==> config.mk <==
export PLATFORM = sky130hd
export DESIGN_NAME = nearest_downscale_to_luma_flat
export DESIGN_NICKNAME = d
export VERILOG_FILES = /design/src/design/ndl_pkg.sv /design/src/design/ndl_if.sv /design/src/design/ndl_cfg.sv /design/src/design/ndl_track.sv /design/src/design/ndl_luma.sv /design/src/design/nearest_downscale_to_luma.sv /design/src/flat_wrapper.sv
export SDC_FILE = /design/constraint.sdc
export NUM_CORES = 1
export LEC_CHECK = 0
export ABC_AREA = 1
export BUFFER_PORTS_ARGS = -buffer_cell sky130_fd_sc_hd__buf_4
export CAP_MARGIN = 20
export CORE_AREA = 3 3 192 194
export CTS_CLUSTER_SIZE = 40
export DETAILED_ROUTE_END_ITERATION = 8
export DIE_AREA = 0 0 195 197
export PLACE_DENSITY = 0.74
export SYNTH_ARGS = -nofsm -noshare
export SYNTH_HDL_FRONTEND = slang
export SYNTH_SLANG_ARGS = --single-unit
==> constraint.sdc <==
create_clock -name clk_i -period 6.5 [get_ports clk_i]
set_input_delay 1.3 -clock clk_i [delete_from_list [all_inputs] [get_ports clk_i]]
set_output_delay 1.3 -clock clk_i [all_outputs]
set_load 0.1 [all_outputs]
==> src/design/ndl_pkg.sv <==
// ----------------------------------------------------------------------------
// ndl_pkg
// Shared widths, reset values, register indexes and types for the
// nearest-neighbor downscaler with luma output.
// ----------------------------------------------------------------------------
package ndl_pkg;

  // Dimension width and the wider error-term width
  localparam int unsigned DimBits  = 12;
  localparam int unsigned ErrBits  = DimBits + 2;
  localparam int unsigned ChanBits = 8;
  localparam int unsigned CfgIdxBits = 2;

  // Luma coefficients (sum of coefficients is 256)
  localparam int unsigned CoefR = 77;
  localparam int unsigned CoefG = 150;
  localparam int unsigned CoefB = 29;
  localparam int unsigned LumaShift = 8;
  localparam int unsigned LumaSumBits = ChanBits + LumaShift;

  // Register reset values
  localparam logic [DimBits-1:0] SrcWidthRst  = DimBits'(320);
  localparam logic [DimBits-1:0] SrcHeightRst = DimBits'(240);
  localparam logic [DimBits-1:0] OutWidthRst  = DimBits'(320);
  localparam logic [DimBits-1:0] OutHeightRst = DimBits'(240);

  // Configuration register indexes
  typedef enum logic [CfgIdxBits-1:0] {
    CfgSrcWidth  = 2'd0,
    CfgSrcHeight = 2'd1,
    CfgOutWidth  = 2'd2,
    CfgOutHeight = 2'd3
  } cfg_idx_e;

  // Effective frame sizes after zero and upscale clamping
  typedef struct packed {
    logic [DimBits-1:0] src_w;
    logic [DimBits-1:0] src_h;
    logic [DimBits-1:0] out_w;
    logic [DimBits-1:0] out_h;
  } dims_t;

  // Pick decision for the current source pixel
  typedef struct packed {
    logic pick;
    logic row_end;
    logic frame_end;
  } pick_t;

endpackage

==> src/design/ndl_if.sv <==
// ----------------------------------------------------------------------------
// ndl_if
// Valid/ready channel interfaces: source pixel, gray result and
// configuration write.
// ----------------------------------------------------------------------------
interface ndl_pix_if;
  logic                         valid;
  logic                         ready;
  logic [ndl_pkg::ChanBits-1:0] red;
  logic [ndl_pkg::ChanBits-1:0] green;
  logic [ndl_pkg::ChanBits-1:0] blue;
  logic                         frame_start;

  modport source (output valid, red, green, blue, frame_start, input ready);
  modport sink   (input valid, red, green, blue, frame_start, output ready);
endinterface

interface ndl_gray_if;
  logic                         valid;
  logic                         ready;
  logic [ndl_pkg::ChanBits-1:0] gray;
  logic                         row_end;
  logic                         frame_end;

  modport source (output valid, gray, row_end, frame_end, input ready);
  modport sink   (input valid, gray, row_end, frame_end, output ready);
endinterface

interface ndl_cfg_if;
  logic                           valid;
  logic                           ready;
  logic [ndl_pkg::CfgIdxBits-1:0] index;
  logic [ndl_pkg::DimBits-1:0]    data;

  modport source (output valid, index, data, input ready);
  modport sink   (input valid, index, data, output ready);
endinterface

==> src/design/ndl_cfg.sv <==
// ----------------------------------------------------------------------------
// ndl_cfg
// Size registers with write port; derives effective sizes (zero acts as
// one, output sizes clamped to source sizes).
// ----------------------------------------------------------------------------
module ndl_cfg (
  input  logic               clk_i,
  input  logic               rst_ni,
  ndl_cfg_if.sink            cfg_i,
  output ndl_pkg::dims_t     dims_o
);

  logic [ndl_pkg::DimBits-1:0] src_w_q, src_h_q, out_w_q, out_h_q;
  logic [ndl_pkg::DimBits-1:0] sw, sh, ow, oh;

  // Always take configuration transfers
  assign cfg_i.ready = 1'b1;

  // Store written registers
  always_ff @(posedge clk_i or negedge rst_ni) begin
    if (!rst_ni) begin
      src_w_q <= ndl_pkg::SrcWidthRst;
      src_h_q <= ndl_pkg::SrcHeightRst;
      out_w_q <= ndl_pkg::OutWidthRst;
      out_h_q <= ndl_pkg::OutHeightRst;
    end else if (cfg_i.valid) begin
      unique case (ndl_pkg::cfg_idx_e'(cfg_i.index))
        ndl_pkg::CfgSrcWidth:  src_w_q <= cfg_i.data;
        ndl_pkg::CfgSrcHeight: src_h_q <= cfg_i.data;
        ndl_pkg::CfgOutWidth:  out_w_q <= cfg_i.data;
        ndl_pkg::CfgOutHeight: out_h_q <= cfg_i.data;
        default: ;
      endcase
    end
  end

  // Treat zero as one, then clamp output sizes to source sizes
  always_comb begin
    sw = (src_w_q == '0) ? ndl_pkg::DimBits'(1) : src_w_q;
    sh = (src_h_q == '0) ? ndl_pkg::DimBits'(1) : src_h_q;
    ow = (out_w_q == '0) ? ndl_pkg::DimBits'(1) : out_w_q;
    oh = (out_h_q == '0) ? ndl_pkg::DimBits'(1) : out_h_q;
    if (ow > sw) ow = sw;
    if (oh > sh) oh = sh;
    dims_o.src_w = sw;
    dims_o.src_h = sh;
    dims_o.out_w = ow;
    dims_o.out_h = oh;
  end

endmodule

==> src/design/ndl_track.sv <==
// ----------------------------------------------------------------------------
// ndl_track
// Column and row position counters with error terms; decides whether the
// current source pixel is the nearest one to an output position.
// ----------------------------------------------------------------------------
module ndl_track (
  input  logic               clk_i,
  input  logic               rst_ni,
  input  ndl_pkg::dims_t     dims_i,
  input  logic               advance_i,
  input  logic               frame_start_i,
  output ndl_pkg::pick_t     pick_o
);

  localparam int unsigned DB = ndl_pkg::DimBits;
  localparam int unsigned EB = ndl_pkg::ErrBits;

  logic [DB-1:0] src_col_q, src_row_q, out_col_q, out_row_q;
  logic [EB-1:0] col_err_q, row_err_q;
  logic [DB-1:0] src_col_d, src_row_d, out_col_d, out_row_d;
  logic [EB-1:0] col_err_d, row_err_d;

  logic [DB-1:0] sc, sr, oc, orow;
  logic [EB-1:0] ce, re;
  logic [EB-1:0] sw_e, sh_e, ow_e, oh_e;
  logic          col_pick, row_pick, rend;

  always_comb begin
    // Clear position first on a frame start
    sc   = frame_start_i ? '0 : src_col_q;
    sr   = frame_start_i ? '0 : src_row_q;
    oc   = frame_start_i ? '0 : out_col_q;
    orow = frame_start_i ? '0 : out_row_q;
    ce   = frame_start_i ? '0 : col_err_q;
    re   = frame_start_i ? '0 : row_err_q;

    sw_e = EB'(dims_i.src_w);
    sh_e = EB'(dims_i.src_h);
    ow_e = EB'(dims_i.out_w);
    oh_e = EB'(dims_i.out_h);

    // Pick when both axes are still inside the output and on target
    col_pick = (oc < dims_i.out_w) && (ce < ow_e);
    row_pick = (orow < dims_i.out_h) && (re < oh_e);
    rend     = (oc == dims_i.out_w - DB'(1));

    pick_o.pick      = col_pick && row_pick;
    pick_o.row_end   = rend;
    pick_o.frame_end = rend && (orow == dims_i.out_h - DB'(1));

    // Step column state
    src_row_d = sr;
    out_row_d = orow;
    row_err_d = re;
    if (col_pick) begin
      out_col_d = oc + DB'(1);
      col_err_d = ce + sw_e - ow_e;
    end else begin
      out_col_d = oc;
      col_err_d = ce - ow_e;
    end

    // Wrap at source row end, step row state, wrap at frame end
    if (sc >= dims_i.src_w - DB'(1)) begin
      src_col_d = '0;
      out_col_d = '0;
      col_err_d = '0;
      if (row_pick) begin
        out_row_d = orow + DB'(1);
        row_err_d = re + sh_e - oh_e;
      end else begin
        row_err_d = re - oh_e;
      end
      if (sr >= dims_i.src_h - DB'(1)) begin
        src_row_d = '0;
        out_row_d = '0;
        row_err_d = '0;
      end else begin
        src_row_d = sr + DB'(1);
      end
    end else begin
      src_col_d = sc + DB'(1);
    end
  end

  // Update state when a pixel leaves the input register
  always_ff @(posedge clk_i or negedge rst_ni) begin
    if (!rst_ni) begin
      src_col_q <= '0;
      src_row_q <= '0;
      out_col_q <= '0;
      out_row_q <= '0;
      col_err_q <= '0;
      row_err_q <= '0;
    end else if (advance_i) begin
      src_col_q <= src_col_d;
      src_row_q <= src_row_d;
      out_col_q <= out_col_d;
      out_row_q <= out_row_d;
      col_err_q <= col_err_d;
      row_err_q <= row_err_d;
    end
  end

endmodule

==> src/design/ndl_luma.sv <==
// ----------------------------------------------------------------------------
// ndl_luma
// BT.601 luma from RGB with constant coefficients: (77R+150G+29B)>>8.
// ----------------------------------------------------------------------------
module ndl_luma (
  input  logic [ndl_pkg::ChanBits-1:0] red_i,
  input  logic [ndl_pkg::ChanBits-1:0] green_i,
  input  logic [ndl_pkg::ChanBits-1:0] blue_i,
  output logic [ndl_pkg::ChanBits-1:0] gray_o
);

  localparam int unsigned SB = ndl_pkg::LumaSumBits;

  logic [SB-1:0] sum;

  // Weighted sum fits the width since the coefficients add to 256
  assign sum = SB'(ndl_pkg::CoefR) * SB'(red_i)
             + SB'(ndl_pkg::CoefG) * SB'(green_i)
             + SB'(ndl_pkg::CoefB) * SB'(blue_i);

  assign gray_o = sum[SB-1:ndl_pkg::LumaShift];

endmodule

==> src/design/nearest_downscale_to_luma.sv <==
// ----------------------------------------------------------------------------
// nearest_downscale_to_luma
// Nearest-neighbor downscaler producing BT.601 luma with row and frame marks.
// A picked pixel passes the input register, then the result register, to gray_o.
// Throughput: one source pixel per cycle while gray_o is not stalled.
// Reset: positions and error terms clear; sizes return to 320x240 in and out.
// ----------------------------------------------------------------------------
module nearest_downscale_to_luma (
  input  logic     clk_i,
  input  logic     rst_ni,
  ndl_cfg_if.sink  cfg_i,
  ndl_pix_if.sink  pix_i,
  ndl_gray_if.source gray_o
);

  localparam int unsigned CB = ndl_pkg::ChanBits;

  ndl_pkg::dims_t dims;
  ndl_pkg::pick_t pick;

  logic          in_vld_q;
  logic [CB-1:0] red_q, green_q, blue_q;
  logic          fs_q;
  logic          advance;

  logic          out_vld_q;
  logic [CB-1:0] gray_q, gray_d;
  logic          rend_q, fend_q;

  // Move the held pixel on when the result register is free or drains
  assign advance     = in_vld_q && (!out_vld_q || gray_o.ready);
  assign pix_i.ready = !in_vld_q || advance;

  // Input register valid
  always_ff @(posedge clk_i or negedge rst_ni) begin
    if (!rst_ni) begin
      in_vld_q <= 1'b0;
    end else if (pix_i.ready) begin
      in_vld_q <= pix_i.valid;
    end
  end

  // Input register payload
  always_ff @(posedge clk_i) begin
    if (pix_i.valid && pix_i.ready) begin
      red_q   <= pix_i.red;
      green_q <= pix_i.green;
      blue_q  <= pix_i.blue;
      fs_q    <= pix_i.frame_start;
    end
  end

  ndl_cfg u_cfg (
    .clk_i  (clk_i),
    .rst_ni (rst_ni),
    .cfg_i  (cfg_i),
    .dims_o (dims)
  );

  ndl_track u_track (
    .clk_i         (clk_i),
    .rst_ni        (rst_ni),
    .dims_i        (dims),
    .advance_i     (advance),
    .frame_start_i (fs_q),
    .pick_o        (pick)
  );

  ndl_luma u_luma (
    .red_i   (red_q),
    .green_i (green_q),
    .blue_i  (blue_q),
    .gray_o  (gray_d)
  );

  // Result register valid: load on a picked pixel, drop on transfer
  always_ff @(posedge clk_i or negedge rst_ni) begin
    if (!rst_ni) begin
      out_vld_q <= 1'b0;
    end else if (advance) begin
      out_vld_q <= pick.pick;
    end else if (gray_o.ready) begin
      out_vld_q <= 1'b0;
    end
  end

  // Result register payload
  always_ff @(posedge clk_i) begin
    if (advance && pick.pick) begin
      gray_q <= gray_d;
      rend_q <= pick.row_end;
      fend_q <= pick.frame_end;
    end
  end

  assign gray_o.valid     = out_vld_q;
  assign gray_o.gray      = gray_q;
  assign gray_o.row_end   = rend_q;
  assign gray_o.frame_end = fend_q;

endmodule

==> src/flat_wrapper.sv <==
// flat-port wrapper written by rule: the top's interface ports become plain ports
module nearest_downscale_to_luma_flat 
  (clk_i, rst_ni, cfg_i_valid, cfg_i_index, cfg_i_data, cfg_i_ready, pix_i_valid, pix_i_red, pix_i_green, pix_i_blue, pix_i_frame_start, pix_i_ready, gray_o_valid, gray_o_gray, gray_o_row_end, gray_o_frame_end, gray_o_ready);
  ndl_cfg_if cfg_i_i ();
  ndl_pix_if pix_i_i ();
  ndl_gray_if gray_o_i ();
  input  logic clk_i;
  input  logic rst_ni;
  input wire logic [$bits(cfg_i_i.valid)-1:0] cfg_i_valid;
  input wire logic [$bits(cfg_i_i.index)-1:0] cfg_i_index;
  input wire logic [$bits(cfg_i_i.data)-1:0] cfg_i_data;
  output wire logic [$bits(cfg_i_i.ready)-1:0] cfg_i_ready;
  input wire logic [$bits(pix_i_i.valid)-1:0] pix_i_valid;
  input wire logic [$bits(pix_i_i.red)-1:0] pix_i_red;
  input wire logic [$bits(pix_i_i.green)-1:0] pix_i_green;
  input wire logic [$bits(pix_i_i.blue)-1:0] pix_i_blue;
  input wire logic [$bits(pix_i_i.frame_start)-1:0] pix_i_frame_start;
  output wire logic [$bits(pix_i_i.ready)-1:0] pix_i_ready;
  output wire logic [$bits(gray_o_i.valid)-1:0] gray_o_valid;
  output wire logic [$bits(gray_o_i.gray)-1:0] gray_o_gray;
  output wire logic [$bits(gray_o_i.row_end)-1:0] gray_o_row_end;
  output wire logic [$bits(gray_o_i.frame_end)-1:0] gray_o_frame_end;
  input wire logic [$bits(gray_o_i.ready)-1:0] gray_o_ready;
  assign cfg_i_i.valid = cfg_i_valid;
  assign cfg_i_i.index = cfg_i_index;
  assign cfg_i_i.data = cfg_i_data;
  assign cfg_i_ready = cfg_i_i.ready;
  assign pix_i_i.valid = pix_i_valid;
  assign pix_i_i.red = pix_i_red;
  assign pix_i_i.green = pix_i_green;
  assign pix_i_i.blue = pix_i_blue;
  assign pix_i_i.frame_start = pix_i_frame_start;
  assign pix_i_ready = pix_i_i.ready;
  assign gray_o_valid = gray_o_i.valid;
  assign gray_o_gray = gray_o_i.gray;
  assign gray_o_row_end = gray_o_i.row_end;
  assign gray_o_frame_end = gray_o_i.frame_end;
  assign gray_o_i.ready = gray_o_ready;
  nearest_downscale_to_luma u_core (.clk_i(clk_i), .rst_ni(rst_ni), .cfg_i(cfg_i_i), .pix_i(pix_i_i), .gray_o(gray_o_i));
endmodule
==> results.md <==
- Status: completed
- CP Cell Sequence: ha_1 > ha_1 > ha_1 > inv_1 > fa_1 > inv_1 > ha_1 > inv_1 > o21bai_1 > xor2_1 > fa_1 > fa_1 > inv_1 > fa_1 > fa_1 > inv_1 > ha_1 > a21oi_2 > o21bai_2 > nand3_1 > nand2_1 > a21oi_1 > xnor2_1
- Final WS setup: 0.248 ns
- Largest net degree at the start of global routing: 78
- Max Clk Rate: 0.160 GHz
- Antenna diodes: 0
- Fin util: 51.8%
- Initial Utilization: 47.7%
- Crit path launch type: register
- Post-synth EDFFs: 35
- Delay-heaviest family, CP: adder cells
- Final min period: 6.25 ns
- Vias in the first global route: 14,700
- Final setup fails: 0
- Worst-skew pair later-pin latency: 0.45 ns
- PwrDens: 549 nW/um^2
- Finished Cell Area: 18,300 sq um
- Area growth syn-to-layout: 8.71%
- Clock skew: 0.0170 ns
- Final-report hold violation count: 0
- Finished Layout Cells: 2,753
- VDD IR-drop max: 1.02 mV
- Net count, final: 2,613
- Core Rows: 69
- Post-synth top flop: dfrtp_1
- DRC viols: 0
- Deepest clock path buffer count: 2
- TritonRoute pass-1 iters: 6
- Initial antenna violation count: 0
- Synth Area per Inst: 7.48 sq um
- TritonCTS Sinks: 161
- Worst EP arrival: 6.45 ns
- Total GRT Usage: 22.6%
- Post-DR vias/cell: 5.34
- Share of cells above drive strength 1: 7.24%
- Worst-margin pin slew: 0.885 ns
- Placed wire-length estimate: 32.9 mm
- WHS: 0.483 ns
- I/O pin total: 57
- Slowest stage cell on the critical path: fa_1
- Max-cap viol count: 0
- Register area share after synthesis: 25.0%
- DIE WIDTH: 195 um
- Worst path bufs/invs: 5
- Setup TNS Final: 0 ns
- Synth warnings: 0
- Syn Inst Count: 2,254
- WL/cell: 15.5 um
- PortBufs: 55
- Sw Share: 52.6%
- Seq pwr share: 15.9%
- Root Buffer: clkbuf_16
- Total CTS buffers: 17
- CTS H-tree lvls: 4
- Worst-path maximum fanout: 4
- WS Path Type: register to register
- Unique masters post-synth: 56
- Switching pwr: 5.29 mW
- Min-Delay Path Class: register to register
- Pint: 4.77 mW
- Final ANT Viol Nets: 0
- Via count: 14,700
- Syn_nets: 2,588
- Clock network power share: 10.3%
- Fin crit share: 96.2%
- Total power: 10.1 mW
- Placed insts: 2,716
- RSZ-0062 raised after global routing: false
- DP Worst Slack: 0.171 ns
- CTS tree: done
- Seq cells post-synth: 161
- Lkg Pwr: 9.69 nW
- CP endpoint kind: register
- Grt ovf: 0
- CP required: 6.69 ns
- Clock transition at the registers of the reported paths: 0.08 ns
- Slew HR: 40.9%
- Asr flop ratio synth: 78.3%
- Combinational share of power: 73.8%
- CP peak stage delay: 0.55 ns
- Final Max Tran Viols: 0
- Mapped Area: 16,900 sq um
- Die height: 197 um
- Routed wire length: 42.8 mm
- Die area: 38,400 sq um
- DP Area: 17,700 sq um
- Initial drt markers: 1,224
- First-pass GRT wire length: 71.6 mm
- Routability cong.: 0.943
- Core ar.: 35,400 sq um
[worst min-delay path: stages, from the launching register on]
cell and delay [ns]:
dfrtp_1 0.35, nand2_1 0.05, nand2_1 0.05
[layout make-up]
| cell class | instances | area (sq um) |
|---|---|---|
| fillers | 3349 | 17100 |
| multi-input cells | 1574 | 10700 |
| flip-flops and latches | 161 | 4220 |
| inverters | 450 | 1690 |
| repair buffers | 75 | 587 |
| well taps | 461 | 577 |
| clock buffers | 17 | 425 |
| clock inverters | 15 | 165 |
[final timing paths]
path,startpoint,endpoint,slack (ns),cells past startpoint
max in group asynchronous,rst_ni,u_core.u_cfg.out_w_q[5]$_DFFE_PN0P_,4.42,2
min,u_core.u_track.out_row_q[4]$_DFFE_PN0P_,u_core.u_track.out_row_q[4]$_DFFE_PN0P_,0.48,2
min in group asynchronous,rst_ni,u_core.u_track.row_err_q[12]$_DFFE_PN0P_,0.90,1
max,u_core.green_q[3]$_DFFE_PP_,u_core.gray_o.gray[5]$_DFFE_PP_,0.25,23
min reg2reg,u_core.u_track.out_row_q[4]$_DFFE_PN0P_,u_core.u_track.out_row_q[4]$_DFFE_PN0P_,0.48,2
max reg2reg,u_core.green_q[3]$_DFFE_PP_,u_core.gray_o.gray[5]$_DFFE_PP_,0.25,23
[synth_stat cells (5+ instances only)]
cell type | count | area share (%)
edfxtp_1 | 35 | 6.2
nand3_2 | 7 | 0.42
inv_1 | 446 | 9.9
o21ai_0 | 113 | 3.4
o21bai_1 | 6 | 0.27
clkbuf_1 | 53 | 1.2
nand4_1 | 35 | 1.3
fa_1 | 75 | 8.9
a21oi_1 | 100 | 3.0
nor2_1 | 170 | 3.8
nand2_1 | 440 | 9.8
o211ai_1 | 14 | 0.62
o21ai_1 | 6 | 0.18
nor3_1 | 25 | 0.74
o21a_1 | 8 | 0.36
xnor2_1 | 26 | 1.3
a21o_1 | 7 | 0.31
nand2_2 | 9 | 0.33
dfrtp_1 | 114 | 17
xor2_1 | 76 | 3.9
ha_1 | 215 | 16
o221ai_1 | 5 | 0.26
nor4_1 | 9 | 0.33
o22ai_1 | 26 | 0.96
buf_1 | 8 | 0.18
nand3_1 | 137 | 4.1
nand3b_1 | 6 | 0.27
or2_2 | 9 | 0.33
a31oi_1 | 6 | 0.22
dfstp_2 | 12 | 1.9
o32ai_1 | 8 | 0.42
[flip-flops by register name (all words and copies together), names as in the netlist, 12 cells and up]
signal / cells
u_core.u_cfg.out_h_q: 12
u_core.u_cfg.out_w_q: 12
u_core.u_cfg.src_h_q: 12
u_core.u_cfg.src_w_q: 12
u_core.u_track.col_err_q: 14
u_core.u_track.out_col_q: 12
u_core.u_track.out_row_q: 12
u_core.u_track.row_err_q: 14
u_core.u_track.src_col_q: 12
u_core.u_track.src_row_q: 12
[logic make-up (layout without fill, tap and decap cells)]
logic type	count (synthesis)	count (layout)	synth area share [%]
xor+xnor	102	102	5.30
simple gates	863	863	22.2
flops	161	161	25.0
compound gates	318	318	10.8
buf+inv	519	557	11.8
fa+ha+maj	290	290	24.8
other cells	1	1	0.0222
[cell usage in the layout (no fill, tap or decap), types with 5 or more instances in the layout]
cell type,instances
nand2_2,9
nand3_2,7
ha_1,215
o21ai_1,6
dfstp_2,12
clkbuf_16,17
inv_8,7
edfxtp_1,35
nand4_1,35
a21oi_1,99
o211ai_1,14
fa_1,75
xor2_1,76
a21o_1,7
nor3_1,25
o21bai_1,5
o32ai_1,8
nand3_1,137
inv_1,446
a31oi_1,6
xnor2_1,26
nand2_1,440
buf_4,73
nor2_1,169
nand3b_1,6
nor4_1,9
o221ai_1,5
o21ai_0,113
o21a_1,8
o22ai_1,26
or2_2,9
dfrtp_1,114
[repair_timing]
action,in CTS,in global routing
buffers inserted,0,4
hold buffers,0,0
setup endpoints to repair,0,3
resized for setup,0,2
[metal layers]
| layer | wire, um | vias to the layer above | global-route usage, % | part of all wire (%) |
|---|---|---|---|---|
| met5 | 0 | - | 0 | 0 |
| met4 | 908 | 0 | 6.79 | 2.1 |
| met3 | 2050 | 55 | 3.04 | 4.8 |
| met2 | 20100 | 425 | 38.4 | 47 |
| met1 | 19700 | 6942 | 30.2 | 46 |
| li1 | - | 7292 | - | - |
[power by group through the flow]
stage | Sequential, mW | Clock, mW | Combinational (mW)
after floorplan | 1.81 | 0 | 5.52
after global placement | 1.61 | 0 | 6.99
after detailed placement | 1.62 | 0 | 7.25
after CTS | 1.60 | 1.06 | 7.31
after global routing | 1.62 | 1.10 | 8.45
final | 1.60 | 1.04 | 7.43
(Power assumes the default switching activity.)
